File: src/rtl/dle_stx_etx_deframer_crc16_top_macros.svh
// Assertion macros for the DLE/STX/ETX deframer.
`ifndef DLE_STX_ETX_DEFRAMER_CRC16_TOP_MACROS_SVH
`define DLE_STX_ETX_DEFRAMER_CRC16_TOP_MACROS_SVH

`ifndef SYNTH
// Check that prop holds at every rising clock edge outside reset.
`define DSEDF_ASSERT(lbl, prop) \
  lbl: assert property (@(posedge clk) disable iff (!rst_n) (prop)) \
    else $error("deframer assertion failed");
// Check that expr is never true outside reset.
`define DSEDF_NEVER(lbl, expr) \
  lbl: assert property (@(posedge clk) disable iff (!rst_n) !(expr)) \
    else $error("deframer forbidden condition");
`else
`define DSEDF_ASSERT(lbl, prop)
`define DSEDF_NEVER(lbl, expr)
`endif

`endif

File: src/rtl/dsedf_pkg.sv
// Shared types, constants and the CRC byte function of the deframer.
`timescale 1ns / 1ps
`default_nettype none
package dsedf_pkg;

  localparam int LEN_W      = 11;
  localparam int MAX_PACKET = 1024;
  localparam int Q_DEPTH    = 4;
  localparam int Q_AW       = $clog2(Q_DEPTH);
  localparam int Q_CW       = $clog2(Q_DEPTH + 1);

  localparam logic [7:0]  CH_STX   = 8'h02;
  localparam logic [7:0]  CH_ETX   = 8'h03;
  localparam logic [7:0]  CH_DLE   = 8'h10;
  localparam logic [7:0]  ESC_FLIP = 8'h40;
  localparam logic [15:0] CRC_POLY = 16'hA001;

  typedef enum logic [2:0] {
    TK_BYTE,
    TK_STX,
    TK_ETX,
    TK_DLE,
    TK_TIMEOUT
  } token_kind_t;

  typedef struct packed {
    token_kind_t kind;
    logic [7:0]  rx_byte;
  } token_t;

  typedef enum logic [2:0] {
    PH_HUNT,
    PH_BODY,
    PH_BODY_ESC,
    PH_CRC0,
    PH_CRC0_ESC,
    PH_CRC1,
    PH_CRC1_ESC
  } phase_t;

  typedef enum logic [1:0] {
    ST_OK,
    ST_CRC_ERR,
    ST_TIMEOUT,
    ST_OVERRUN
  } status_t;

  // Queue handshake between the front and back sides.
  typedef struct packed {
    logic full;
    logic valid;
  } q_status_t;

  // Fold one byte into a reflected CRC-16 (poly 0xA001).
  function automatic logic [15:0] crc16_byte(input logic [15:0] crc, input logic [7:0] b);
    logic [15:0] c;
    c = crc ^ {8'h00, b};
    for (int i = 0; i < 8; i++) begin
      c = c[0] ? ((c >> 1) ^ CRC_POLY) : (c >> 1);
    end
    return c;
  endfunction

endpackage
`default_nettype wire

File: src/rtl/dsedf_front.sv
// Front side: accept input beats and classify them into tokens.
`timescale 1ns / 1ps
`default_nettype none
module dsedf_front (
  input  wire logic              in_valid,
  input  wire logic              in_cmd,
  input  wire logic [7:0]        in_rx_byte,
  input  wire dsedf_pkg::q_status_t q_stat,
  output logic                   in_stall,
  output logic                   push,
  output dsedf_pkg::token_t      push_tok
);
  import dsedf_pkg::*;

  token_kind_t kind;

  always_comb begin
    priority if (in_cmd) begin
      kind = TK_TIMEOUT;
    end else if (in_rx_byte == CH_STX) begin
      kind = TK_STX;
    end else if (in_rx_byte == CH_ETX) begin
      kind = TK_ETX;
    end else if (in_rx_byte == CH_DLE) begin
      kind = TK_DLE;
    end else begin
      kind = TK_BYTE;
    end
  end

  // Hold off the sender only when the queue has no room.
  assign in_stall         = q_stat.full;
  assign push             = in_valid && !q_stat.full;
  assign push_tok.kind    = kind;
  assign push_tok.rx_byte = in_rx_byte;

endmodule
`default_nettype wire

File: src/rtl/dsedf_queue.sv
// Short token queue between the front and back sides.
`timescale 1ns / 1ps
`default_nettype none
module dsedf_queue (
  input  wire logic              clk,
  input  wire logic              rst_n,
  input  wire logic              push,
  input  wire dsedf_pkg::token_t push_tok,
  input  wire logic              pop,
  output dsedf_pkg::q_status_t   q_stat,
  output dsedf_pkg::token_t      head_tok
);
  import dsedf_pkg::*;

  token_t            ent_r [Q_DEPTH];
  logic [Q_AW-1:0]   wr_ptr_r, wr_ptr_nxt;
  logic [Q_AW-1:0]   rd_ptr_r, rd_ptr_nxt;
  logic [Q_CW-1:0]   cnt_r, cnt_nxt;

  always_comb begin
    wr_ptr_nxt = push ? wr_ptr_r + Q_AW'(1) : wr_ptr_r;
    rd_ptr_nxt = pop  ? rd_ptr_r + Q_AW'(1) : rd_ptr_r;
    cnt_nxt    = cnt_r + Q_CW'(push) - Q_CW'(pop);
  end

  always_ff @(posedge clk) begin
    if (!rst_n) begin
      wr_ptr_r <= '0;
      rd_ptr_r <= '0;
      cnt_r    <= '0;
    end else begin
      wr_ptr_r <= wr_ptr_nxt;
      rd_ptr_r <= rd_ptr_nxt;
      cnt_r    <= cnt_nxt;
    end
  end

  always_ff @(posedge clk) begin
    if (push) begin
      ent_r[wr_ptr_r] <= push_tok;
    end
  end

  assign q_stat.full  = (cnt_r == Q_CW'(Q_DEPTH));
  assign q_stat.valid = (cnt_r != '0);
  assign head_tok     = ent_r[rd_ptr_r];

endmodule
`default_nettype wire

File: src/rtl/dsedf_back.sv
// Back side: framing state machine, CRC check and output register.
`timescale 1ns / 1ps
`default_nettype none
`include "dle_stx_etx_deframer_crc16_top_macros.svh"
module dsedf_back (
  input  wire logic                 clk,
  input  wire logic                 rst_n,
  input  wire logic                 cfg_valid,
  input  wire logic [dsedf_pkg::LEN_W-1:0] cfg_data,
  input  wire dsedf_pkg::q_status_t q_stat,
  input  wire dsedf_pkg::token_t    head_tok,
  output logic                      pop,
  output logic                      out_valid,
  input  wire logic                 out_stall,
  output logic [7:0]                out_data_byte,
  output logic                      out_end_flag,
  output logic [1:0]                out_status,
  output logic [dsedf_pkg::LEN_W-1:0] out_body_length
);
  import dsedf_pkg::*;

  phase_t            phase_r, phase_nxt;
  logic [15:0]       crc_r, crc_nxt;
  logic [LEN_W-1:0]  len_r, len_nxt;
  logic [7:0]        lo_r, lo_nxt;
  logic [LEN_W-1:0]  max_len_r;
  logic [LEN_W-1:0]  limit;

  logic              out_valid_r, out_valid_nxt;
  logic [7:0]        data_r;
  logic              end_r;
  status_t           status_r;
  logic [LEN_W-1:0]  blen_r;

  logic              emit, emit_end;
  status_t           emit_status;
  logic [7:0]        emit_data;
  logic              do_body, do_fin;
  logic [7:0]        body_val, fin_hi;

  assign limit = (max_len_r > LEN_W'(MAX_PACKET)) ? LEN_W'(MAX_PACKET) : max_len_r;

  // Take a token whenever the output register is free or draining.
  assign pop = q_stat.valid && (!out_valid_r || !out_stall);

  always_comb begin
    phase_nxt   = phase_r;
    crc_nxt     = crc_r;
    len_nxt     = len_r;
    lo_nxt      = lo_r;
    emit        = 1'b0;
    emit_end    = 1'b0;
    emit_status = ST_OK;
    emit_data   = 8'h00;
    do_body     = 1'b0;
    do_fin      = 1'b0;
    body_val    = head_tok.rx_byte;
    fin_hi      = head_tok.rx_byte;
    if (pop) begin
      if (head_tok.kind == TK_TIMEOUT) begin
        emit        = 1'b1;
        emit_end    = 1'b1;
        emit_status = ST_TIMEOUT;
        phase_nxt   = PH_HUNT;
      end else begin
        unique case (phase_r)
          PH_BODY: begin
            if (head_tok.kind == TK_ETX) begin
              phase_nxt = PH_CRC0;
            end else if (head_tok.kind == TK_DLE) begin
              phase_nxt = PH_BODY_ESC;
            end else begin
              do_body = 1'b1;
            end
          end
          PH_BODY_ESC: begin
            do_body  = 1'b1;
            body_val = head_tok.rx_byte ^ ESC_FLIP;
          end
          PH_CRC0: begin
            if (head_tok.kind == TK_DLE) begin
              phase_nxt = PH_CRC0_ESC;
            end else begin
              lo_nxt    = head_tok.rx_byte;
              phase_nxt = PH_CRC1;
            end
          end
          PH_CRC0_ESC: begin
            lo_nxt    = head_tok.rx_byte ^ ESC_FLIP;
            phase_nxt = PH_CRC1;
          end
          PH_CRC1: begin
            if (head_tok.kind == TK_DLE) begin
              phase_nxt = PH_CRC1_ESC;
            end else begin
              do_fin = 1'b1;
            end
          end
          PH_CRC1_ESC: begin
            do_fin = 1'b1;
            fin_hi = head_tok.rx_byte ^ ESC_FLIP;
          end
          default: begin
            // Hunting, and any unused code: drop all but STX.
            phase_nxt = PH_HUNT;
            if (head_tok.kind == TK_STX) begin
              crc_nxt   = '0;
              len_nxt   = '0;
              lo_nxt    = '0;
              phase_nxt = PH_BODY;
            end
          end
        endcase
      end
    end

    if (do_body) begin
      emit = 1'b1;
      if (len_r >= limit) begin
        emit_end    = 1'b1;
        emit_status = ST_OVERRUN;
        phase_nxt   = PH_HUNT;
      end else begin
        crc_nxt   = crc16_byte(crc_r, body_val);
        len_nxt   = len_r + LEN_W'(1);
        phase_nxt = PH_BODY;
        emit_data = body_val;
      end
    end

    if (do_fin) begin
      emit        = 1'b1;
      emit_end    = 1'b1;
      emit_status = ({fin_hi, lo_r} == crc_r) ? ST_OK : ST_CRC_ERR;
      phase_nxt   = PH_HUNT;
    end

    if (emit) begin
      out_valid_nxt = 1'b1;
    end else if (!out_stall) begin
      out_valid_nxt = 1'b0;
    end else begin
      out_valid_nxt = out_valid_r;
    end
  end

  always_ff @(posedge clk) begin
    if (!rst_n) begin
      phase_r     <= PH_HUNT;
      crc_r       <= '0;
      len_r       <= '0;
      lo_r        <= '0;
      max_len_r   <= LEN_W'(MAX_PACKET);
      out_valid_r <= 1'b0;
    end else begin
      phase_r     <= phase_nxt;
      crc_r       <= crc_nxt;
      len_r       <= len_nxt;
      lo_r        <= lo_nxt;
      out_valid_r <= out_valid_nxt;
      if (cfg_valid) begin
        max_len_r <= cfg_data;
      end
    end
  end

  // Load the output beat; hold it while stalled.
  always_ff @(posedge clk) begin
    if (emit) begin
      data_r   <= emit_data;
      end_r    <= emit_end;
      status_r <= emit_status;
      blen_r   <= emit_end ? len_r : '0;
    end
  end

  assign out_valid       = out_valid_r;
  assign out_data_byte   = data_r;
  assign out_end_flag    = end_r;
  assign out_status      = status_r;
  assign out_body_length = blen_r;

  `DSEDF_ASSERT(len_in_range, len_r <= LEN_W'(MAX_PACKET))
  `DSEDF_ASSERT(end_goes_hunt, (emit && emit_end) |=> (phase_r == PH_HUNT))
  `DSEDF_ASSERT(body_counts, (emit && !emit_end) |=> (len_r == $past(len_r) + LEN_W'(1)))
  `DSEDF_NEVER(pop_while_held, pop && out_valid_r && out_stall)

endmodule
`default_nettype wire

File: src/rtl/dle_stx_etx_deframer_crc16_top.sv
// Top level of the DLE/STX/ETX deframer with CRC-16 check.
`timescale 1ns / 1ps
`default_nettype none
// DLE/STX/ETX deframer with CRC-16/ARC check. Each input beat is either a
// line byte (in_cmd = 0) or a receive timeout (in_cmd = 1). Bytes are dropped
// until STX opens a packet; in the body, ETX closes it and DLE makes the
// next byte a data byte XOR 0x40. Every decoded body byte leaves as an output
// beat with out_end_flag low. After ETX two check bytes, low byte first and
// each possibly escaped, are compared with the running CRC (poly 0xA001,
// init 0), and an end beat reports out_status (ok, crc error, timeout,
// overrun) and out_body_length. A timeout ends the packet at once, hunting
// included. Bodies longer than cfg max_len (capped at 1024) end with overrun.
// Rate: one beat per clock sustained, in and out, while out_stall is low; a
// beat's token is written into the four-entry token queue, and the back side,
// with its combinational CRC byte update, then loads its result into the
// output register.
// The token queue decouples the sides, so the input keeps flowing while
// a result waits until the queue fills. Write max_len only while idle;
// cfg_ready is always high.
module dle_stx_etx_deframer_crc16_top (
  input  wire logic                        clk,
  input  wire logic                        rst_n,
  input  wire logic                        in_valid,
  output logic                             in_stall,
  input  wire logic                        in_cmd,
  input  wire logic [7:0]                  in_rx_byte,
  output logic                             out_valid,
  input  wire logic                        out_stall,
  output logic [7:0]                       out_data_byte,
  output logic                             out_end_flag,
  output logic [1:0]                       out_status,
  output logic [dsedf_pkg::LEN_W-1:0]      out_body_length,
  input  wire logic                        cfg_valid,
  output logic                             cfg_ready,
  input  wire logic [dsedf_pkg::LEN_W-1:0] cfg_data
);
  import dsedf_pkg::*;

  q_status_t q_stat;
  token_t    push_tok;
  token_t    head_tok;
  logic      push;
  logic      pop;

  // Configuration is always taken in the same cycle.
  assign cfg_ready = 1'b1;

  // Classify raw beats into tokens and push them when there is room.
  dsedf_front u_front (
    .in_valid   (in_valid),
    .in_cmd     (in_cmd),
    .in_rx_byte (in_rx_byte),
    .q_stat     (q_stat),
    .in_stall   (in_stall),
    .push       (push),
    .push_tok   (push_tok)
  );

  // Buffer tokens so a stalled output does not stall the line at once.
  dsedf_queue u_queue (
    .clk      (clk),
    .rst_n    (rst_n),
    .push     (push),
    .push_tok (push_tok),
    .pop      (pop),
    .q_stat   (q_stat),
    .head_tok (head_tok)
  );

  // Run the framing FSM and CRC, one token per clock while not stalled.
  dsedf_back u_back (
    .clk             (clk),
    .rst_n           (rst_n),
    .cfg_valid       (cfg_valid && cfg_ready),
    .cfg_data        (cfg_data),
    .q_stat          (q_stat),
    .head_tok        (head_tok),
    .pop             (pop),
    .out_valid       (out_valid),
    .out_stall       (out_stall),
    .out_data_byte   (out_data_byte),
    .out_end_flag    (out_end_flag),
    .out_status      (out_status),
    .out_body_length (out_body_length)
  );

endmodule
`default_nettype wire

File: config.mk
export PLATFORM = sky130hd
export DESIGN_NAME = dle_stx_etx_deframer_crc16_top
export DESIGN_NICKNAME = d
export VERILOG_FILES = /design/src/rtl/dsedf_pkg.sv /design/src/rtl/dsedf_front.sv /design/src/rtl/dsedf_queue.sv /design/src/rtl/dsedf_back.sv /design/src/rtl/dle_stx_etx_deframer_crc16_top.sv
export VERILOG_INCLUDE_DIRS = /design/src /design/src/rtl
export SDC_FILE = /design/constraint.sdc
export NUM_CORES = 1
export LEC_CHECK = 0
export ABC_AREA = 0
export CORE_ASPECT_RATIO = 0.75
export CORE_UTILIZATION = 63
export CTS_CLUSTER_SIZE = 16
export DETAILED_ROUTE_END_ITERATION = 16
export DONT_BUFFER_PORTS = 1
export GPL_TIMING_DRIVEN = 0
export PLACE_DENSITY = 0.86
export SLEW_MARGIN = 20
export SYNTH_ARGS = -nofsm -noshare
export SYNTH_HDL_FRONTEND = slang
export SYNTH_SLANG_ARGS = --single-unit
File: constraint.sdc
create_clock -name clk -period 3.6 [get_ports clk]
set_input_delay 0.36 -clock clk [delete_from_list [all_inputs] [get_ports clk]]
set_output_delay 0.36 -clock clk [all_outputs]
set_load 0.05 [all_outputs]
Word-level counts from Yosys, hierarchy flattened

Memory sizes are Yosys's and may differ from the RTL's. A register that Yosys moved wholly into a read port is not among the register bits.
Cells that the tools add are included.

Equality and inequality tests: 20
Shift operators: 0
Multipliers: 0
Magnitude comparators: 2
Div/mod/pow operators: 0
$add $sub $neg: 5
Mux-type cells: 71
Bitwise operators: 14
Reductions and logical operators: 16

Operator list:

| kind                                                 | number |
|---|---|
| 2-to-1 mux 16 bit                                    | 14 |
| 2-to-1 mux 11 bit                                    | 7 |
| 2-to-1 mux 7 bit                                     | 6 |
| 2-to-1 mux 3 bit                                     | 9 |
| inverter 2 -> 3 bit                                  | 8 |
| one-hot mux 8 bit (3 select lines)                   | 1 |
| 2-to-1 mux 1 bit                                     | 21 |
| equality test 16 bit                                 | 1 |
| equality test 8 x 2 -> 1 bit (second input constant) | 2 |
| 2-to-1 mux 2 bit                                     | 8 |
| 2-to-1 mux 8 bit                                     | 2 |
| XOR 16 x 8 -> 16 bit                                 | 1 |
| equality test 3 bit (second input constant)          | 5 |
| one-hot mux 3 bit (5 select lines)                   | 1 |
| equality test 3 x 2 -> 1 bit (second input constant) | 4 |
| adder 11 x 1 -> 11 bit (second input constant)       | 1 |
| >= comparator 11 bit                                 | 1 |
| > comparator 11 bit (second input constant)          | 1 |
| equality test 8 x 5 -> 1 bit (second input constant) | 1 |
| equality test 3 x 1 -> 1 bit (second input constant) | 2 |
| nonzero test 3 bit                                   | 2 |
| OR reduction 2 bit                                   | 3 |
| OR reduction 6 bit                                   | 1 |
| != test 5 x 1 -> 1 bit (second input constant)       | 1 |
| 16 further kinds                                     | 25 |

Memories kept: 1
Memory bits (read-only): 0
Bits in writable memories: 44
Bits in latches: 0
Flip-flop bits (word level): 79
Bits of input ports: 25

Memory list:

| name          | depth | width | rd ports | clocked after Yosys merged registers in | write ports | RTL line          | source |
|---|---|---|---|---|---|---|---|
| u_queue.ent_r | 4     | 11    | 1        | 1                                       | 1           | dsedf_queue.sv:15 | `token_t ent_r [Q_DEPTH];` |

Depth between registers and ports, before layout

Gate-level depths: netlist of the first run.

Depth after elaboration: 23
Mapped depth: 13
Depth with buffers taken out: 11

Hierarchy

Synthesis of the first run repeated with hierarchy kept, for this count alone.

Cells, all modules: 537
Area total of the unflattened synthesis: 6,211.0 um^2

Modules (own cells, without submodules):

| module                         | area each (um^2) | cells an instance | instances | sequential area each (um^2) |
|---|---|---|---|---|
| dsedf_back                     | 4,028.9          | 418               | 1         | 1,661.6 |
| dsedf_queue                    | 2,026.9          | 99                | 1         | 1,501.4 |
| dsedf_front                    | 143.9            | 18                | 1         | 0.0 |
| dle_stx_etx_deframer_crc16_top | 11.3             | 2                 | 1         | 0.0 |

Least setup slack after synthesis of the first run

No wires, ideal clock.

Kind: register -> register
Start: register u_queue.cnt_r[1]
End: register u_queue.cnt_r[2]
Clock period less this slack: 2,758 ps
Path slack: 842 ps
Cell stages (with the launch flop): 10
Setup time: 128 ps
Data required time: 3,472 ps
Arrival time: 2,631 ps
Cell sequence: dfxtp_1 nor3b_1 nor2b_1 clkbuf_1 ha_1 inv_1 fa_1 xor2_1 xnor2_1 nor2_1

Longest elaborated chain between the ends: 5
Elaborated cells between the ends (all ways): 7

RTL lines:

| item                      | RTL line                             | source |
|---|---|---|
| start: declaration        | dsedf_queue.sv:18                    | `logic [Q_CW-1:0] cnt_r, cnt_nxt;` |
| start signal: assignment  | dsedf_queue.sv:34                    | `cnt_r <= cnt_nxt;` |
| equality test 3 bit       | dsedf_queue.sv:44                    | `assign q_stat.full = (cnt_r == Q_CW'(Q_DEPTH));` |
| net in_stall              | dle_stx_etx_deframer_crc16_top.sv:24 | `output logic in_stall,` |
| logical NOT 1 bit         | dsedf_front.sv:33                    | `assign push = in_valid && !q_stat.full;` |
| logical AND 1 bit         | dsedf_front.sv:33                    |  |
| net push                  | dle_stx_etx_deframer_crc16_top.sv:42 | `logic push;` |
| adder 3 x 1 -> 3 bit      | dsedf_queue.sv:23                    | `cnt_nxt = cnt_r + Q_CW'(push) - Q_CW'(pop);` |
| subtractor 3 x 1 -> 3 bit | dsedf_queue.sv:23                    |  |

The timed path passes the listed nets, and every way through them passes these cells.
A chain may end at the register's enable or synchronous reset.

Worst setup path after layout of the first run

Start: register u_back.max_len_r[10]
End: register u_back.len_r[3]

Longest elaborated chain between the ends: 5

RTL lines:

| item                     | RTL line          | source |
|---|---|---|
| start: declaration       | dsedf_back.sv:26  | `logic [LEN_W-1:0] max_len_r;` |
| start signal: assignment | dsedf_back.sv:153 | `max_len_r <= LEN_W'(MAX_PACKET);` |
| start signal: assignment | dsedf_back.sv:162 | `max_len_r <= cfg_data;` |
| > comparator 11 bit      | dsedf_back.sv:41  | `assign limit = (max_len_r > LEN_W'(MAX_PACKET)) ? LEN_W'(MAX_PACKET) : max_len_r;` |
| 2-to-1 mux 11 bit (*)    | dsedf_back.sv:41  |  |
| >= comparator 11 bit (*) | dsedf_back.sv:119 | `if (len_r >= limit) begin` |
| 2-to-1 mux 11 bit (*)    | dsedf_back.sv:119 |  |
| 2-to-1 mux 11 bit (*)    | dsedf_back.sv:117 | `if (do_body) begin` |
| end signal: assignment   | dsedf_back.sv:158 | `len_r <= len_nxt;` |
| end: declaration         | dsedf_back.sv:24  | `logic [LEN_W-1:0] len_r, len_nxt;` |

Every way passes the cells marked *; elsewhere a longest branch is shown, timed or not.

==> flow_summary_export.csv, run 1 <==
group,metric,value,unit
status,status,"finished, final reports clean",
clock_network,htreeDepth,4,
sta,hold_viol_final,0,
sta,clock_skew,6.19,ps
clock_network,cts_buffer_depth,2,
clock_network,path_clk_slew,60,ps
synth,ys_types,62,
die,start_util,0.653,
hold_path,min-delay-start,"in_rx_byte[7]",
critical_path,crit_path_end_kind,"register",
clock_network,clkSinkCount,125,
hold_path,min_to,"u_queue.ent_r[0][7]$_DFFE_PP_",
clock_network,cts_root_buffer,"clkbuf_16",
critical_path,crit_fanout,10,
power,total_power,5790,uW
critical_path,worstReg2RegStart,"u_back.max_len_r[10]$_SDFFE_PN1P_",
clock_network,cts_tree,"yes",
critical_path,regToRegSetupSlack,160,ps
sta,slew_viol_final,0,
cells_and_area,final_nets,587,
synth,synthCells,522,
synth,ys_ff_latch,125,
critical_path,crit_required,3920,ps
cells_and_area,drive_above_1_share,0.101,
route,viasPerCell,6.13,
die,die_w,114,um
synth,yosys_warnings,0,
job,maxCapViolCount,0,
route,via_count,4190,
grt,grt_pass1_wl,21.1,mm
synth,synth_top_cell_by_area,"edfxtp_1",
placement,place_hpwl,8.96,mm
route,ant_nets,0,
sta,finalSetupTns,0,ps
cells_and_area,final_util,0.732,
critical_path,start_kind,"register",
grt,grt-ovfl-total,0,
sta,holdWs,38.3,ps
sta,period_minus_slack,3440,ps
die,die_h,86.1,um
die,row_count,30,
synth,ys.flop_type,"edfxtp_1",
sta,fmaxAchievable,291,MHz
synth,yosysSeqAreaShare,0.533,
cells_and_area,syn_to_final_growth,12.0,%
clock_network,post_cts_resized,0,
synth,synth_area_leaders,"edfxtp_1 33%, dfxtp_1 20%, xnor2_1 4.4%",
synth,syn_area,5940,um2
synth,synth_edf_count,66,
sta,relSlewSlack,0.336,
route,first_iter_violations,337,
synth,synth_common_cells,"66 x edfxtp_1, 59 x dfxtp_1, 50 x nor2_1",
cells_and_area,fillers,605,
die,die_area,9820,um2
cells_and_area,n_antenna_cell,0,
power,power_density,872,nW/um2
clock_network,cts_buffers,17,
route,dr.pass1.iters,6,
placement,io_buffers,0,
clock_network,clk-insertion-delay-late,410,ps
hold_path,hold_path_depth,0,
grt,grt_pass1_vias,4116,
clock_network,ctsHoldBuffers,0,
critical_path,crit_arrival,3750,ps
power,power.leakage,0.00242,uW
sta,tightestPinTransition,994,ps
synth,synth_most_common_cell,"edfxtp_1",
synth,async_flop_share,0,
power,ir_worst_vdd,0.688,mV
synth,syn_avg_cell_area,11.4,um2
sta,finalSetupViolCount,0,
grt,antenna_found_initial,0,
grt,grtUsageTotal,0.292,
synth,synth_top_cell_area_share,0.334,
critical_path,critical_path_class,"register to register",
hold_path,hold_class,"input pin to register",
placement,place_congestion,0.937,
critical_path,r2r_end,"u_back.len_r[3]$_SDFF_PN0_",
route,wl_per_cell,19.2,um
sta,rsz0062_at_grt,"false",
die,core_area,9080,um2
sta,timing.final.crit_share,0.954,
route,wirelength,13.1,mm
synth,syn_nets,566,
critical_path,reg2reg_depth,12,
die,io_pins,50,
clock_network,postCtsSetupRepairBufs,0,
route,drc_errors,0,
grt,grt_max_degree,24,
-- critical path, stage by stage (launching register included) --
cell      delay, ps
dfxtp_1         310
inv_1            60
clkbuf_1        350
nand2_1         150
ha_1            340
nor2b_1         140
o211ai_1        150
a31oi_1         110
o31a_1          330
nor3_2          470
clkbuf_1        480
nand3_1         200
a31oi_1         250
-- routing by layer --
layer / wire (um) / track usage / vias up
met2: 6130 / 0.445 / 210
met3: 1050 / 0.0919 / 23
li1: - / - / 1923
met4: 204 / 0.105 / 0
met5: 0 / 0 / -
met1: 5770 / 0.394 / 2034
-- report_power, final --
| group | switching, uW | total (uW) | internal, uW | leakage [uW] |
|---|---|---|---|---|
| logic | 1120 | 1890 | 766 | 0.00106 |
| registers | 533 | 2370 | 1840 | 0.00111 |
| clock network | 601 | 1540 | 939 | 0.000259 |
-- cell type report --
type | instances | area (um2) | share of cell area
clock buffer | 20 | 437 | 0.0657
clock inverter | 12 | 98.8 | 0.0149
sequential | 125 | 3160 | 0.476
timing repair buffer | 2 | 11.3 | 0.00169
multi-input combinational | 357 | 2600 | 0.391
inverter | 14 | 52.6 | 0.00791
buffer | 26 | 126 | 0.0190
tap | 128 | 160 | 0.0241
-- layout by cell type (no fill, tap or decap), types with 14 or more instances in the layout --
cell type	netlist	routed
dfxtp_1	59	59
xor2_1	15	15
nor2_1	50	50
and2_1	19	19
nand2_1	30	30
clkbuf_1	15	18
ha_1	18	18
nand3_1	29	29
nor2b_1	14	14
edfxtp_1	66	66
xnor2_1	30	30
clkbuf_16	0	17
a21oi_1	17	17
-- per-stage QoR --
step	cells	setup slack (ps)	instance area (um2)
floorplan	522	842	5940
global placement	650	481	6100
detailed placement	652	383	6110
CTS	684	243	6650
global route	684	51.4	6650
finish	684	164	6650
-- registers in the layout, indices dropped and copies added, names as in the netlist, named ones only --
name                    count
u_back.out_status           2
u_back.max_len_r           11
u_back.out_data_byte        8
u_back.out_valid            1
u_queue.ent_r              44
u_back.phase_r              3
u_back.out_body_length     11
u_queue.wr_ptr_r            2
u_queue.rd_ptr_r            2
u_back.crc_r               16
u_queue.cnt_r               3
u_back.len_r               11
u_back.lo_r                 8
u_back.out_end_flag         1
-- cell families (layout without fill, tap and decap cells) --
| logic type | after synthesis | in the layout | share of synthesized area |
|---|---|---|---|
| other | 1 | 1 | 0.000632 |
| buffers and inverters | 40 | 74 | 0.0301 |
| AOI/OAI and AO/OA | 75 | 75 | 0.0883 |
| and+or+nand+nor | 192 | 192 | 0.170 |
| xor gates and xnor gates | 46 | 46 | 0.0702 |
| muxes | 24 | 24 | 0.0668 |
| DFF | 125 | 125 | 0.533 |
| adders and majority gates | 19 | 19 | 0.0413 |
-- worst max-delay path by stage --
stage                                            from                       endpoint  slack [ps]
floorplan                 u_queue.cnt_r[1]$_SDFF_PN0_    u_queue.cnt_r[2]$_SDFF_PN0_         840
global placement                             register  u_back.out_valid$_SDFFE_PN0P_         480
detailed placement  u_back.max_len_r[10]$_SDFFE_PN1P_     u_back.len_r[3]$_SDFF_PN0_         380
CTS                 u_back.max_len_r[10]$_SDFFE_PN1P_     u_back.len_r[3]$_SDFF_PN0_         240
global route        u_back.max_len_r[10]$_SDFFE_PN1P_     u_back.len_r[3]$_SDFF_PN0_          50
finish              u_back.max_len_r[10]$_SDFFE_PN1P_     u_back.len_r[3]$_SDFF_PN0_         160
Note: power is estimated with default switching activity, not from simulation.
==> run 2, diff against run 1 <==
Settings changed: CORE_MARGIN set to 1.5.
==> run 2 against run 1 <==
  * Count of clock-buffer cells in the layout down 3
  * Sequential power hardly changed
  * Global-route usage shrank 0.96 points
  * Wire length down 1.4%
  * Sequential cell count unchanged
  * Die area is 2.0% higher
  * Highest routed layer unchanged
==> flow_summary_export.csv, run 2 (same netlist as run 1, synthesis figures left out) <==
group,metric,value,unit
status,status,"finished, final reports clean",
sta,holdWs,33.2,ps
critical_path,worstReg2RegStart,"u_back.max_len_r[10]$_SDFFE_PN1P_",
power,p_sw_frac,0.374,
clock_network,htreeDepth,4,
cells_and_area,final_cell_mix,"66 x edfxtp_1, 59 x dfxtp_1, 50 x nor2_1, 30 x nand2_1, 30 x xnor2_1",
die,row_count,30,
sta,clock_skew,7.73,ps
sta,slew_viol_final,0,
critical_path,path_cells,"inv_1 > clkbuf_1 > nand2_1 > ha_1 > o21a_1 > o21ai_0 > a31oi_1 > o31a_1 > nor3_2 > clkbuf_1 > nand3b_1 > a31oi_1",
cells_and_area,drive_above_1_share,0.108,
cells_and_area,final_nets,587,
hold_path,min-delay-start,"in_rx_byte[3]",
placement,placed_area,6110,um2
critical_path,crit_arrival,3570,ps
cells_and_area,final_common_cell,"edfxtp_1",
clock_network,postCtsSetupRepairBufs,0,
die,start_util,0.653,
die,io_pins,50,
clock_network,path_clk_slew,60,ps
route,first_iter_violations,382,
sta,finalSetupTns,0,ps
grt,grtUsageTotal,0.282,
grt,antenna_found_initial,0,
cells_and_area,final_area,6760,um2
die,die_h,87.1,um
critical_path,regToRegSetupSlack,370,ps
grt,grt_pass1_vias,4068,
power,ir_worst_vdd,0.612,mV
sta,hold_viol_final,0,
clock_network,ctsHoldBuffers,0,
critical_path,crit_required,3940,ps
power,power.switching,2290,uW
clock_network,clk-insertion-delay-late,420,ps
clock_network,cts_root_buffer,"clkbuf_16",
sta,fmaxAchievable,310,MHz
cells_and_area,n_antenna_cell,0,
critical_path,slowest_stage,"clkbuf_1",
clock_network,post_cts_resized,0,
hold_path,min_to,"u_queue.ent_r[1][3]$_DFFE_PP_",
sta,finalSetupViolCount,0,
die,die_w,115,um
route,wirelength,13.0,mm
route,drc_errors,0,
power,p_seq_frac,0.388,
clock_network,cts_tree,"yes",
sta,period_minus_slack,3230,ps
power,power_density,905,nW/um2
critical_path,crit_path_end_kind,"register",
critical_path,start_kind,"register",
power,clock_power_share,0.304,
route,ant_nets,0,
critical_path,crit_fanout,10,
die,die_area,10000,um2
sta,timing.final.crit_share,0.897,
grt,grt_max_degree,24,
route,wl_per_cell,19.0,um
grt,grt-ovfl-total,0,
sta,rsz0062_at_grt,"false",
clock_network,cts_buffers,17,
job,maxCapViolCount,0,
power,power.leakage,0.00247,uW
power,internal_power,3830,uW
clock_network,clkSinkCount,125,
placement,place_hpwl,8.93,mm
route,dr.pass1.iters,5,
cells_and_area,seq_area,3160,um2
critical_path,reg2reg_depth,12,
hold_path,hold_class,"input pin to register",
placement,io_buffers,0,
cells_and_area,reg.largest.list,"u_queue.ent_r x44, u_back.crc_r x16",
critical_path,critPathLaunch,"u_back.max_len_r[10]$_SDFFE_PN1P_",
cells_and_area,regMostFlops,"u_queue.ent_r",
sta,relSlewSlack,0.338,
cells_and_area,multi_input_area,2600,um2
hold_path,hold_path_depth,0,
critical_path,slowest_delay,470,ps
cells_and_area,syn_to_final_growth,13.8,%
route,via_count,4161,
placement,place_congestion,0.904,
grt,grt_pass1_wl,20.7,mm
power,p_comb_frac,0.307,
clock_network,cts_buffer_depth,2,
cells_and_area,fillers,599,
route,viasPerCell,6.08,
cells_and_area,largest_reg_flops,44,
die,core_area,9080,um2
sta,tightestPinTransition,991,ps
critical_path,critical_path_class,"register to register",
critical_path,r2r_end,"u_back.len_r[2]$_SDFF_PN0_",
==> run 2: layout make-up <==
| class | instances | area share |
|---|---|---|
| Buffer | 26 | 0.0187 |
| Clock buffer | 17 | 0.0630 |
| Clock inverter | 15 | 0.0322 |
| Inverter | 14 | 0.00778 |
| Multi-Input combinational cell | 357 | 0.385 |
| Sequential cell | 125 | 0.468 |
| Tap cell | 128 | 0.0237 |
| Timing Repair Buffer | 2 | 0.00167 |
==> run 2: worst max-delay path, delay by kind of cell (launching register included) <==
family,cells,cell delay (ps)
buffers and inverters,3,860
adders and majority gates,1,340
DFF,1,310
AOI/OAI and AO/OA,5,920
and+or+nand+nor,3,720
==> run 2: through the flow <==
| step | total power [uW] | setup slack [ps] | util | instances |
|---|---|---|---|---|
| final | 6120 | 372 | 0.744 | 684 |
| after global routing | 6390 | 143 | 0.744 | 684 |
| after CTS | 6110 | 366 | 0.744 | 684 |
| after detailed placement | 4240 | 403 | 0.673 | 652 |
| after global placement | 4130 | 468 | 0.671 | 650 |
| after floorplan | 3810 | 842 | - | 522 |
==> run 2: metal layers <==
layer | part of all wire | up-vias | global-route usage
met3 | 0.088 | 27 | 0.0898
met2 | 0.47 | 193 | 0.439
met4 | 0.018 | 0 | 0.0943
li1 | - | 1921 | -
met5 | 0 | - | 0
met1 | 0.43 | 2020 | 0.378
==> run 2: worst max path at each step <==
stage                     slack [ps]                             to  cells past startpoint
after floorplan                  840    u_queue.cnt_r[2]$_SDFF_PN0_                      9
after global placement           470  u_back.out_valid$_SDFFE_PN0P_                      8
after detailed placement         400  u_back.out_valid$_SDFFE_PN0P_                      8
after CTS                        370  u_back.out_valid$_SDFFE_PN0P_                      8
after global routing             140  u_back.out_valid$_SDFFE_PN0P_                      8
final                            370     u_back.len_r[2]$_SDFF_PN0_                     12
==> run 2: power by group through the flow <==
stage	logic [uW]	clock network [uW]	registers, uW
6_report	1880	1860	2370
5_1_grt	2040	1940	2400
4_1_cts	1860	1880	2370
3_5_place_dp	1840	0	2400
3_3_place_gp	1750	0	2380
2_1_floorplan	1460	0	2350
